**config.mk**
```make
export PLATFORM = sky130hd
export DESIGN_NAME = ogg_page_header_parser_top
export DESIGN_NICKNAME = d
export VERILOG_FILES = /design/src/rtl/oggph_pkg.sv /design/src/rtl/oggph_parser.sv /design/src/rtl/oggph_out_reg.sv /design/src/rtl/ogg_page_header_parser_top.sv
export SDC_FILE = /design/constraint.sdc
export NUM_CORES = 1
export LEC_CHECK = 0
export BUFFER_PORTS_ARGS = -buffer_cell sky130_fd_sc_hd__buf_2
export CAP_MARGIN = 10
export CORE_ASPECT_RATIO = 0.5
export CORE_MARGIN = 1.5
export CORE_UTILIZATION = 41
export CTS_BUF_LIST = sky130_fd_sc_hd__clkbuf_4 sky130_fd_sc_hd__clkbuf_8 sky130_fd_sc_hd__clkbuf_16
export CTS_CLUSTER_SIZE = 16
export DETAILED_ROUTE_END_ITERATION = 8
export SLEW_MARGIN = 10
export SYNTH_ARGS = -nofsm -noshare
export SYNTH_HDL_FRONTEND = slang
export SYNTH_SLANG_ARGS = --single-unit
export TNS_END_PERCENT = 5
```
**constraint.sdc**
```tcl
create_clock -name clk -period 14.35 [get_ports clk]
set_input_delay 2.87 -clock clk [delete_from_list [all_inputs] [get_ports clk]]
set_output_delay 2.87 -clock clk [all_outputs]
set_load 0.01 [all_outputs]
```
**src/rtl/oggph_pkg.sv**
```systemverilog
// shared types and constants for the ogg page header parser
// no dependencies
`default_nettype none

package oggph_pkg;

  // parser phases
  localparam logic [1:0] PH_HEADER   = 2'd0;
  localparam logic [1:0] PH_SEGMENTS = 2'd1;
  localparam logic [1:0] PH_PAYLOAD  = 2'd2;
  localparam logic [1:0] PH_HALT     = 2'd3;

  // capture pattern bytes
  localparam logic [7:0] CAP_O = 8'h4f;
  localparam logic [7:0] CAP_G = 8'h67;
  localparam logic [7:0] CAP_S = 8'h53;

  localparam logic [7:0] FLAG_BOS    = 8'h02;
  localparam logic [7:0] LACE_MAX    = 8'd255;
  localparam logic [7:0] COUNT_MAX   = 8'd255;
  localparam logic [4:0] IDX_FLAGS   = 5'd5;
  localparam logic [4:0] IDX_GRAN_LO = 5'd6;
  localparam logic [4:0] IDX_GRAN_HI = 5'd13;
  localparam logic [4:0] IDX_SER_LO  = 5'd14;
  localparam logic [4:0] IDX_SER_HI  = 5'd17;
  localparam logic [4:0] IDX_SEQ_LO  = 5'd18;
  localparam logic [4:0] IDX_SEQ_HI  = 5'd21;
  localparam logic [4:0] IDX_SEGCNT  = 5'd26;

  localparam logic STATUS_OK  = 1'b0;
  localparam logic STATUS_BAD = 1'b1;

  // one page descriptor
  typedef struct packed {
    logic        status;
    logic [7:0]  header_flags;
    logic [63:0] granule;
    logic [31:0] stream_serial;
    logic [31:0] page_sequence;
    logic [7:0]  segment_count;
    logic [15:0] page_length;
    logic        packet_done;
    logic        sequence_ok;
    logic        own_stream;
    logic [7:0]  stream_count;
    logic        granule_error;
  } page_desc_t;

endpackage

`default_nettype wire

```
**src/rtl/oggph_parser.sv**
```systemverilog
// parser state and per-byte next-state / descriptor logic
// depends on oggph_pkg
`default_nettype none

module oggph_parser
  import oggph_pkg::*;
(
  input  wire logic       clk,
  input  wire logic       rst,
  input  wire logic       step,
  input  wire logic [7:0] data_byte,
  input  wire logic       stream_start,
  input  wire logic       granule_check_enable,
  output logic            emit,
  output page_desc_t      desc
);

  logic [1:0]  phase;
  logic [4:0]  header_byte_index;
  logic [7:0]  segments_left;
  logic [15:0] payload_left;
  logic [63:0] granule_shift;
  logic [31:0] serial_shift;
  logic [31:0] sequence_shift;
  logic [7:0]  flags_held;
  logic [7:0]  segment_total;
  logic [15:0] length_sum;
  logic        packet_end_seen;
  logic [31:0] chosen_serial;
  logic        serial_chosen;
  logic [31:0] expected_sequence;
  logic        continuity_good;
  logic [7:0]  bos_count;

  logic [1:0]  phase_next;
  logic [4:0]  header_byte_index_next;
  logic [7:0]  segments_left_next;
  logic [15:0] payload_left_next;
  logic [63:0] granule_shift_next;
  logic [31:0] serial_shift_next;
  logic [31:0] sequence_shift_next;
  logic [7:0]  flags_held_next;
  logic [7:0]  segment_total_next;
  logic [15:0] length_sum_next;
  logic        packet_end_seen_next;
  logic [31:0] chosen_serial_next;
  logic        serial_chosen_next;
  logic [31:0] expected_sequence_next;
  logic        continuity_good_next;
  logic [7:0]  bos_count_next;

  // state as seen after an optional stream start clear
  logic [1:0]  c_phase;
  logic [4:0]  c_idx;
  logic [7:0]  c_segleft;
  logic [15:0] c_payload;
  logic [63:0] c_granule;
  logic [31:0] c_serial;
  logic [31:0] c_seq;
  logic [7:0]  c_flags;
  logic [7:0]  c_segtotal;
  logic [15:0] c_len;
  logic        c_pend;
  logic [31:0] c_chosen;
  logic        c_chosen_f;
  logic [31:0] c_expected;
  logic        c_cont;
  logic [7:0]  c_bos;

  // page bookkeeping results
  logic        is_bos;
  logic [31:0] pg_chosen;
  logic        pg_chosen_f;
  logic [7:0]  pg_bos;
  logic        pg_cont;
  logic [31:0] pg_expected;
  logic        pg_own;
  logic        pg_gerr;

  logic        bad;
  logic        page_emit;
  logic [15:0] len_add;
  logic        pend_add;
  logic [7:0]  segleft_dec;
  logic [15:0] payload_dec;

  always_comb begin
    c_phase    = stream_start ? PH_HEADER : phase;
    c_idx      = stream_start ? 5'd0 : header_byte_index;
    c_segleft  = stream_start ? 8'd0 : segments_left;
    c_payload  = stream_start ? 16'd0 : payload_left;
    c_granule  = stream_start ? 64'd0 : granule_shift;
    c_serial   = stream_start ? 32'd0 : serial_shift;
    c_seq      = stream_start ? 32'd0 : sequence_shift;
    c_flags    = stream_start ? 8'd0 : flags_held;
    c_segtotal = stream_start ? 8'd0 : segment_total;
    c_len      = stream_start ? 16'd0 : length_sum;
    c_pend     = stream_start ? 1'b0 : packet_end_seen;
    c_chosen   = stream_start ? 32'd0 : chosen_serial;
    c_chosen_f = stream_start ? 1'b0 : serial_chosen;
    c_expected = stream_start ? 32'd0 : expected_sequence;
    c_cont     = stream_start ? 1'b1 : continuity_good;
    c_bos      = stream_start ? 8'd0 : bos_count;
  end

  // descriptor bookkeeping, applied only when a page is emitted
  always_comb begin
    is_bos      = (c_flags & FLAG_BOS) != 8'd0;
    pg_chosen   = (is_bos && !c_chosen_f) ? c_serial : c_chosen;
    pg_chosen_f = c_chosen_f | is_bos;
    pg_bos      = (is_bos && c_bos != COUNT_MAX) ? c_bos + 8'd1 : c_bos;
    pg_cont     = c_cont && (c_seq == c_expected);
    pg_expected = pg_cont ? c_expected + 32'd1 : c_expected;
    pg_own      = pg_chosen_f && (c_serial == pg_chosen);
    pg_gerr     = granule_check_enable && pg_own && (c_granule != 64'd0)
                  && (c_granule != {64{1'b1}});
  end

  always_comb begin
    len_add     = c_len + {8'd0, data_byte};
    pend_add    = c_pend | (data_byte < LACE_MAX);
    segleft_dec = c_segleft - 8'd1;
    payload_dec = c_payload - 16'd1;

    case (c_idx)
      5'd0:       bad = data_byte != CAP_O;
      5'd1, 5'd2: bad = data_byte != CAP_G;
      5'd3:       bad = data_byte != CAP_S;
      default:    bad = 1'b0;
    endcase

    phase_next             = c_phase;
    header_byte_index_next = c_idx;
    segments_left_next     = c_segleft;
    payload_left_next      = c_payload;
    granule_shift_next     = c_granule;
    serial_shift_next      = c_serial;
    sequence_shift_next    = c_seq;
    flags_held_next        = c_flags;
    segment_total_next     = c_segtotal;
    length_sum_next        = c_len;
    packet_end_seen_next   = c_pend;
    chosen_serial_next     = c_chosen;
    serial_chosen_next     = c_chosen_f;
    expected_sequence_next = c_expected;
    continuity_good_next   = c_cont;
    bos_count_next         = c_bos;
    emit                   = 1'b0;
    page_emit              = 1'b0;

    desc = '0;

    case (c_phase)
      PH_HEADER: begin
        if (bad) begin
          emit                   = 1'b1;
          desc.status            = STATUS_BAD;
          phase_next             = PH_HALT;
          header_byte_index_next = 5'd0;
        end else if (c_idx >= IDX_SEGCNT) begin
          header_byte_index_next = 5'd0;
          segment_total_next     = data_byte;
          segments_left_next     = data_byte;
          length_sum_next        = 16'd0;
          packet_end_seen_next   = 1'b0;
          payload_left_next      = 16'd0;
          if (data_byte == 8'd0) begin
            page_emit = 1'b1;
          end else begin
            phase_next = PH_SEGMENTS;
          end
        end else begin
          header_byte_index_next = c_idx + 5'd1;
          if (c_idx == IDX_FLAGS) begin
            flags_held_next = data_byte;
          end else if (c_idx >= IDX_GRAN_LO && c_idx <= IDX_GRAN_HI) begin
            granule_shift_next = {data_byte, c_granule[63:8]};
          end else if (c_idx >= IDX_SER_LO && c_idx <= IDX_SER_HI) begin
            serial_shift_next = {data_byte, c_serial[31:8]};
          end else if (c_idx >= IDX_SEQ_LO && c_idx <= IDX_SEQ_HI) begin
            sequence_shift_next = {data_byte, c_seq[31:8]};
          end
        end
      end
      PH_SEGMENTS: begin
        length_sum_next      = len_add;
        packet_end_seen_next = pend_add;
        segments_left_next   = segleft_dec;
        if (segleft_dec == 8'd0) begin
          page_emit         = 1'b1;
          payload_left_next = len_add;
          phase_next        = (len_add == 16'd0) ? PH_HEADER : PH_PAYLOAD;
        end
      end
      PH_PAYLOAD: begin
        payload_left_next = payload_dec;
        if (payload_dec == 16'd0) begin
          phase_next = PH_HEADER;
        end
      end
      default: begin
      end
    endcase

    if (page_emit) begin
      emit                   = 1'b1;
      chosen_serial_next     = pg_chosen;
      serial_chosen_next     = pg_chosen_f;
      bos_count_next         = pg_bos;
      continuity_good_next   = pg_cont;
      expected_sequence_next = pg_expected;
      desc.status            = STATUS_OK;
      desc.header_flags      = c_flags;
      desc.granule           = c_granule;
      desc.stream_serial     = c_serial;
      desc.page_sequence     = c_seq;
      desc.segment_count     = segment_total_next;
      desc.page_length       = length_sum_next;
      desc.packet_done       = packet_end_seen_next;
      desc.sequence_ok       = pg_cont;
      desc.own_stream        = pg_own;
      desc.stream_count      = pg_bos;
      desc.granule_error     = pg_gerr;
    end
  end

  always_ff @(posedge clk) begin
    if (rst) begin
      phase             <= PH_HEADER;
      header_byte_index <= 5'd0;
      segments_left     <= 8'd0;
      payload_left      <= 16'd0;
      granule_shift     <= 64'd0;
      serial_shift      <= 32'd0;
      sequence_shift    <= 32'd0;
      flags_held        <= 8'd0;
      segment_total     <= 8'd0;
      length_sum        <= 16'd0;
      packet_end_seen   <= 1'b0;
      chosen_serial     <= 32'd0;
      serial_chosen     <= 1'b0;
      expected_sequence <= 32'd0;
      continuity_good   <= 1'b1;
      bos_count         <= 8'd0;
    end else if (step) begin
      phase             <= phase_next;
      header_byte_index <= header_byte_index_next;
      segments_left     <= segments_left_next;
      payload_left      <= payload_left_next;
      granule_shift     <= granule_shift_next;
      serial_shift      <= serial_shift_next;
      sequence_shift    <= sequence_shift_next;
      flags_held        <= flags_held_next;
      segment_total     <= segment_total_next;
      length_sum        <= length_sum_next;
      packet_end_seen   <= packet_end_seen_next;
      chosen_serial     <= chosen_serial_next;
      serial_chosen     <= serial_chosen_next;
      expected_sequence <= expected_sequence_next;
      continuity_good   <= continuity_good_next;
      bos_count         <= bos_count_next;
    end
  end

endmodule

`default_nettype wire

```
**src/rtl/oggph_out_reg.sv**
```systemverilog
// result register holding one page descriptor beat
// depends on oggph_pkg
`default_nettype none

module oggph_out_reg
  import oggph_pkg::*;
(
  input  wire logic        clk,
  input  wire logic        rst,
  input  wire logic        load,
  input  wire page_desc_t  desc_in,
  input  wire logic        page_stall,
  output logic             page_valid,
  output page_desc_t       desc_out,
  output logic             free
);

  // slot can take a beat if empty or draining this cycle
  assign free = !page_valid || !page_stall;

  always_ff @(posedge clk) begin
    if (rst) begin
      page_valid <= 1'b0;
    end else if (load) begin
      page_valid <= 1'b1;
    end else if (!page_stall) begin
      page_valid <= 1'b0;
    end
  end

  always_ff @(posedge clk) begin
    if (load) begin
      desc_out <= desc_in;
    end
  end

endmodule

`default_nettype wire

```
**src/rtl/ogg_page_header_parser_top.sv**
```systemverilog
// top level of the ogg page header parser: input register, config register,
// parser core and result register; depends on oggph_pkg, oggph_parser,
// oggph_out_reg
//
//   channel   handshake               payload
//   byte      byte_valid/byte_stall   data_byte, stream_start
//   page      page_valid/page_stall   status ... granule_error
//   cfg       cfg_valid/cfg_ready     cfg_data (granule_check_enable)
//
// one stream byte per cycle sustained unless a page stall holds a byte; a
// byte waits in the input register, the parser state and descriptor are
// computed from it in one pass and loaded into the result register when the
// byte moves on; the descriptor is valid once it is in the result register
// rst is synchronous and active high; it clears the parser state and sets
// granule_check_enable to one; cfg_ready is always high
// a page stall holds a byte in the input register only if it would emit
`default_nettype none

module ogg_page_header_parser_top
  import oggph_pkg::*;
(
  input  wire logic        clk,
  input  wire logic        rst,
  // byte channel
  input  wire logic        byte_valid,
  output logic             byte_stall,
  input  wire logic [7:0]  data_byte,
  input  wire logic        stream_start,
  // config channel
  input  wire logic        cfg_valid,
  output logic             cfg_ready,
  input  wire logic        cfg_data,
  // page channel
  output logic             page_valid,
  input  wire logic        page_stall,
  output logic             status,
  output logic [7:0]       header_flags,
  output logic [63:0]      granule,
  output logic [31:0]      stream_serial,
  output logic [31:0]      page_sequence,
  output logic [7:0]       segment_count,
  output logic [15:0]      page_length,
  output logic             packet_done,
  output logic             sequence_ok,
  output logic             own_stream,
  output logic [7:0]       stream_count,
  output logic             granule_error
);

  logic       granule_check_enable;

  // input register
  logic       in_full;
  logic [7:0] in_byte;
  logic       in_start;

  logic       emit;
  logic       advance;
  logic       out_free;
  logic       accept;
  page_desc_t desc;
  page_desc_t desc_q;

  assign cfg_ready = 1'b1;

  always_ff @(posedge clk) begin
    if (rst) begin
      granule_check_enable <= 1'b1;
    end else if (cfg_valid && cfg_ready) begin
      granule_check_enable <= cfg_data;
    end
  end

  // a held byte moves on unless it emits and the result slot is blocked
  assign advance    = in_full && (!emit || out_free);
  assign byte_stall = in_full && !advance;
  assign accept     = byte_valid && !byte_stall;

  always_ff @(posedge clk) begin
    if (rst) begin
      in_full <= 1'b0;
    end else if (accept) begin
      in_full <= 1'b1;
    end else if (advance) begin
      in_full <= 1'b0;
    end
  end

  always_ff @(posedge clk) begin
    if (accept) begin
      in_byte  <= data_byte;
      in_start <= stream_start;
    end
  end

  oggph_parser u_parser (
    .clk                  (clk),
    .rst                  (rst),
    .step                 (advance),
    .data_byte            (in_byte),
    .stream_start         (in_start),
    .granule_check_enable (granule_check_enable),
    .emit                 (emit),
    .desc                 (desc)
  );

  oggph_out_reg u_out (
    .clk        (clk),
    .rst        (rst),
    .load       (advance && emit),
    .desc_in    (desc),
    .page_stall (page_stall),
    .page_valid (page_valid),
    .desc_out   (desc_q),
    .free       (out_free)
  );

  // unpack the descriptor beat
  assign status        = desc_q.status;
  assign header_flags  = desc_q.header_flags;
  assign granule       = desc_q.granule;
  assign stream_serial = desc_q.stream_serial;
  assign page_sequence = desc_q.page_sequence;
  assign segment_count = desc_q.segment_count;
  assign page_length   = desc_q.page_length;
  assign packet_done   = desc_q.packet_done;
  assign sequence_ok   = desc_q.sequence_ok;
  assign own_stream    = desc_q.own_stream;
  assign stream_count  = desc_q.stream_count;
  assign granule_error = desc_q.granule_error;

endmodule

`default_nettype wire
```
==> out/qor.csv <==
stage;metric;value;unit
outcome;outcome;finished, final reports clean;
timing;final setup vio count;0;
finish;share of post-route cells with drive strength above 1;15.38;%
hold_path;hold path startpoint;u_parser.length_sum[6];
clock_tree;clk sinks;451;
yosys;post-synthesis sequential area ratio;55.75;%
timing;Final Max Slew Viols;0;
drt;Routed WL per cell;19.10;um
pwr;PwrDens;117.3;mW/mm^2
floorplan;Die Y;157.1;um
drt;1st-pass router iterations;5;
critical_path;CP Class;flip-flop to output pin;
critical_path;CP startpoint;in_start;
critical_path;crit path cell chain;buf_4, inv_2, nand2_1, ha_1, or4b_4, mux2i_4, a22oi_2, or3_1, nand2_1, o21ai_1, nor2_1, buf_2;
timing;RSZ-0062 raised after global routing;no;
critical_path;max incr delay on CP;0.70;ns
timing;hold slack;0.4453;ns
floorplan;IO Pins;191;
critical_path;slowest stage cell on the critical path;or3_1;
timing;Final WS setup;7.101;ns
job;max-cap viol count;0;
clock_tree;Max clock buf depth;3;
clock_tree;Post-CTS Resized;0;
place;placed wire-length estimate;33490;um
clock_tree;Hold-fix buffers, CTS;0;
place;number of port buffers;189;
global_routing;pin count of the biggest net entering global routing;90;
timing;Hold Fails Final Rpt;0;
drt;DRT antenna net count;0;
drt;DRC;0;
yosys;syn nets;1881;
yosys;Yosys top cell by area;edfxtp_1;
timing;post-layout min period;7.249;ns
yosys;XOR/XNOR Fraction of Synth Area;3.465;%
hold_path;worst hold path type;flip-flop to flip-flop;
drt;Routed WL;50690;um
critical_path;CP startpoint kind;flip-flop;
clock_tree;CTS HTree Levels;2;
timing;skew final;0.02283;ns
drt;Vias/cell;5.585;
global_routing;antenna violations before repair;1;
yosys;ys async rst share;0;%
yosys;Post-Synthesis Cell Area;0.01946;mm^2
floorplan;Initial Utilization;41.52;%
yosys;Avg Cell Area, Syn;10.51;um^2
clock_tree;Clock transition at path regs;0.07;ns
pwr;maximum VDD drop;0.00006229;V
yosys;Post-synth EDFFs;182;
yosys;Ys Warns;0;
yosys;Cell variety after synth;88;
clock_tree;CTS tree;yes;
yosys;Synth area leaders;edfxtp_1 28%, dfxtp_1 28%, a22o_1 7.5%;
floorplan;die footprint;0.04886;mm^2
yosys;Synth Area in Compound Gates;18.01;%
pwr;Leak Pwr;8.291;nW
clock_tree;Inserted Clock Buffers;42;
critical_path;Worst Path Buf+Inv;3;
clock_tree;# Post-CTS Setup Buffers;0;
yosys;synth cell count leaders;269 x dfxtp_1, 182 x edfxtp_1, 166 x a22o_1, 134 x nor2b_1, 116 x nor2_1;
critical_path;crit path max fanout;45;
global_routing;global-route wire length before repair;78570;um
yosys;largest family of logic cells by synthesized area;compound AO/OA/AOI/OAI gates;
critical_path;Worst path most repeated cell;nand2_1;
global_routing;remaining global-route overflow;0;
floorplan;core area;0.04688;mm^2
yosys;Simple-Gate Fraction of Synth Area;17.52;%
finish;Ant. Diodes;0;
place;routability cong.;0.8490;
timing;period utilization;50.51;%
global_routing;total track usage;19.93;%
timing;Peak Freq;138.0;MHz
critical_path;CP top delay family;simple AND/OR/NAND/NOR gates;
yosys;FF+latch count, synth;451;
timing;worst slew pin tran;1.024;ns
finish;layout net count;2014;
critical_path;CP Capture Type;output pin;
critical_path;r2r startpoint;in_start;
yosys;share of the synthesized area in the top cell type;28.08;%
floorplan;Die X;311.1;um
global_routing;vias in the first global route;13770;
yosys;Main synth FF type;dfxtp_1;
place;DP Worst Slack;7.693;ns
yosys;Gate Count Post-Synth;1851;
drt;vias;14820;
yosys;most frequent cell after synthesis;dfxtp_1;
finish;Syn-to-layout area delta;14.60;%
yosys;post-synthesis mux area share;0.4886;%
clock_tree;Clk Latency, worst-skew pair;0.55;ns
timing;max_slew headroom;31.21;%
clock_tree;Root Buffer;clkbuf_16;
drt;DRT iter0 DRCs;1324;
critical_path;Req. time, crit path;11.48;ns
floorplan;row count;56;
critical_path;crit path DAT;4.38;ns
yosys;Post-Synth Adder-Cell Area;1.003;%
timing;TNS Setup;0;ns
per-layer routing:
layer,GRT usage [%],vias to the layer above,part of all wire (%)
met4,3.810,0,1.4
li1,-,7173,-
met1,28.94,7207,48
met5,0,-,0
met2,31.35,389,45
met3,3.399,54,5.7
worst register-to-register path, delay by kind of cell (launching register included):
family | cells | cell delay [ns]
buffers and inverters | 4 | 1.88
AOI/OAI and AO/OA | 3 | 1.41
and+or+nand+nor | 2 | 0.72
adders and majority gates | 1 | 0.36
DFF | 1 | 0.33
muxes | 1 | 0.15
cell families after synthesis:
logic type	count (synthesis)
simple gates	629
mux	8
other cells	1
xor+xnor	77
buf+inv	183
flops	451
compound gates	487
fa+ha+maj	15
final timing paths:
| path | endpoint | slack (ns) | cells after the start |
|---|---|---|---|
| worst min-delay path | u_parser.length_sum[6] | 0.45 | 2 |
| worst max-delay path | byte_stall | 7.10 | 12 |
| worst min register to register | u_parser.length_sum[6] | 0.45 | 2 |
| worst max register to register | u_out.desc_out[111] | 8.98 | 11 |
sequential cells by signal, indices dropped and copies added, names as in the netlist, 2 cells and up:
| name | flops |
|---|---|
| u_parser.sequence_shift | 32 |
| u_parser.payload_left | 16 |
| u_parser.flags_held | 8 |
| u_parser.length_sum | 16 |
| u_out.desc_out | 173 |
| u_parser.segment_total | 8 |
| in_byte | 8 |
| u_parser.chosen_serial | 32 |
| u_parser.expected_sequence | 32 |
| u_parser.phase | 2 |
| u_parser.granule_shift | 64 |
| u_parser.bos_count | 8 |
| u_parser.serial_shift | 32 |
| u_parser.segments_left | 8 |
| u_parser.header_byte_index | 5 |
layout by cell type (no fill, tap or decap), drive strengths merged, types with 12 or more instances in the layout:
cell type / instances
nand2: 114
o21ai: 80
nand3: 38
o211ai: 12
and3: 22
nor3: 33
xnor2: 26
o32ai: 26
ha: 14
buf: 214
a22o: 166
nand4: 40
nor2: 117
nor2b: 134
inv: 59
edfxtp: 182
o22ai: 15
clkbuf: 56
or3: 22
dfxtp: 269
a21oi: 100
or4: 15
xor2: 51
a31oi: 16
nor4: 42
metrics by stage:
step	instances	util (%)	total power, mW	instance area, um^2
2_1_floorplan	1851	-	1.476	19460
3_3_place_gp	2578	44.64	1.512	20930
3_5_place_dp	2578	44.64	1.512	20930
4_1_cts	2654	47.58	2.643	22300
5_1_grt	2654	47.58	2.708	22300
6_report	2654	47.58	2.616	22300
cell type report:
class	instances	area (um^2)
Fill cell	4364	24570
Sequential cell	451	10850
Multi-Input combinational cell	1217	7925
Clock buffer	56	1162
Timing Repair Buffer	214	1134
Tap cell	638	798.3
Inverter	58	217.7
Clock inverter	20	216.5
where the power goes:
group	switching, mW	leakage (nW)	internal (mW)
combinational	0.0899	3.52	0.0340
clock	0.486	0.679	0.646
sequential	0.0136	4.09	1.35
(Power assumes the default switching activity.)
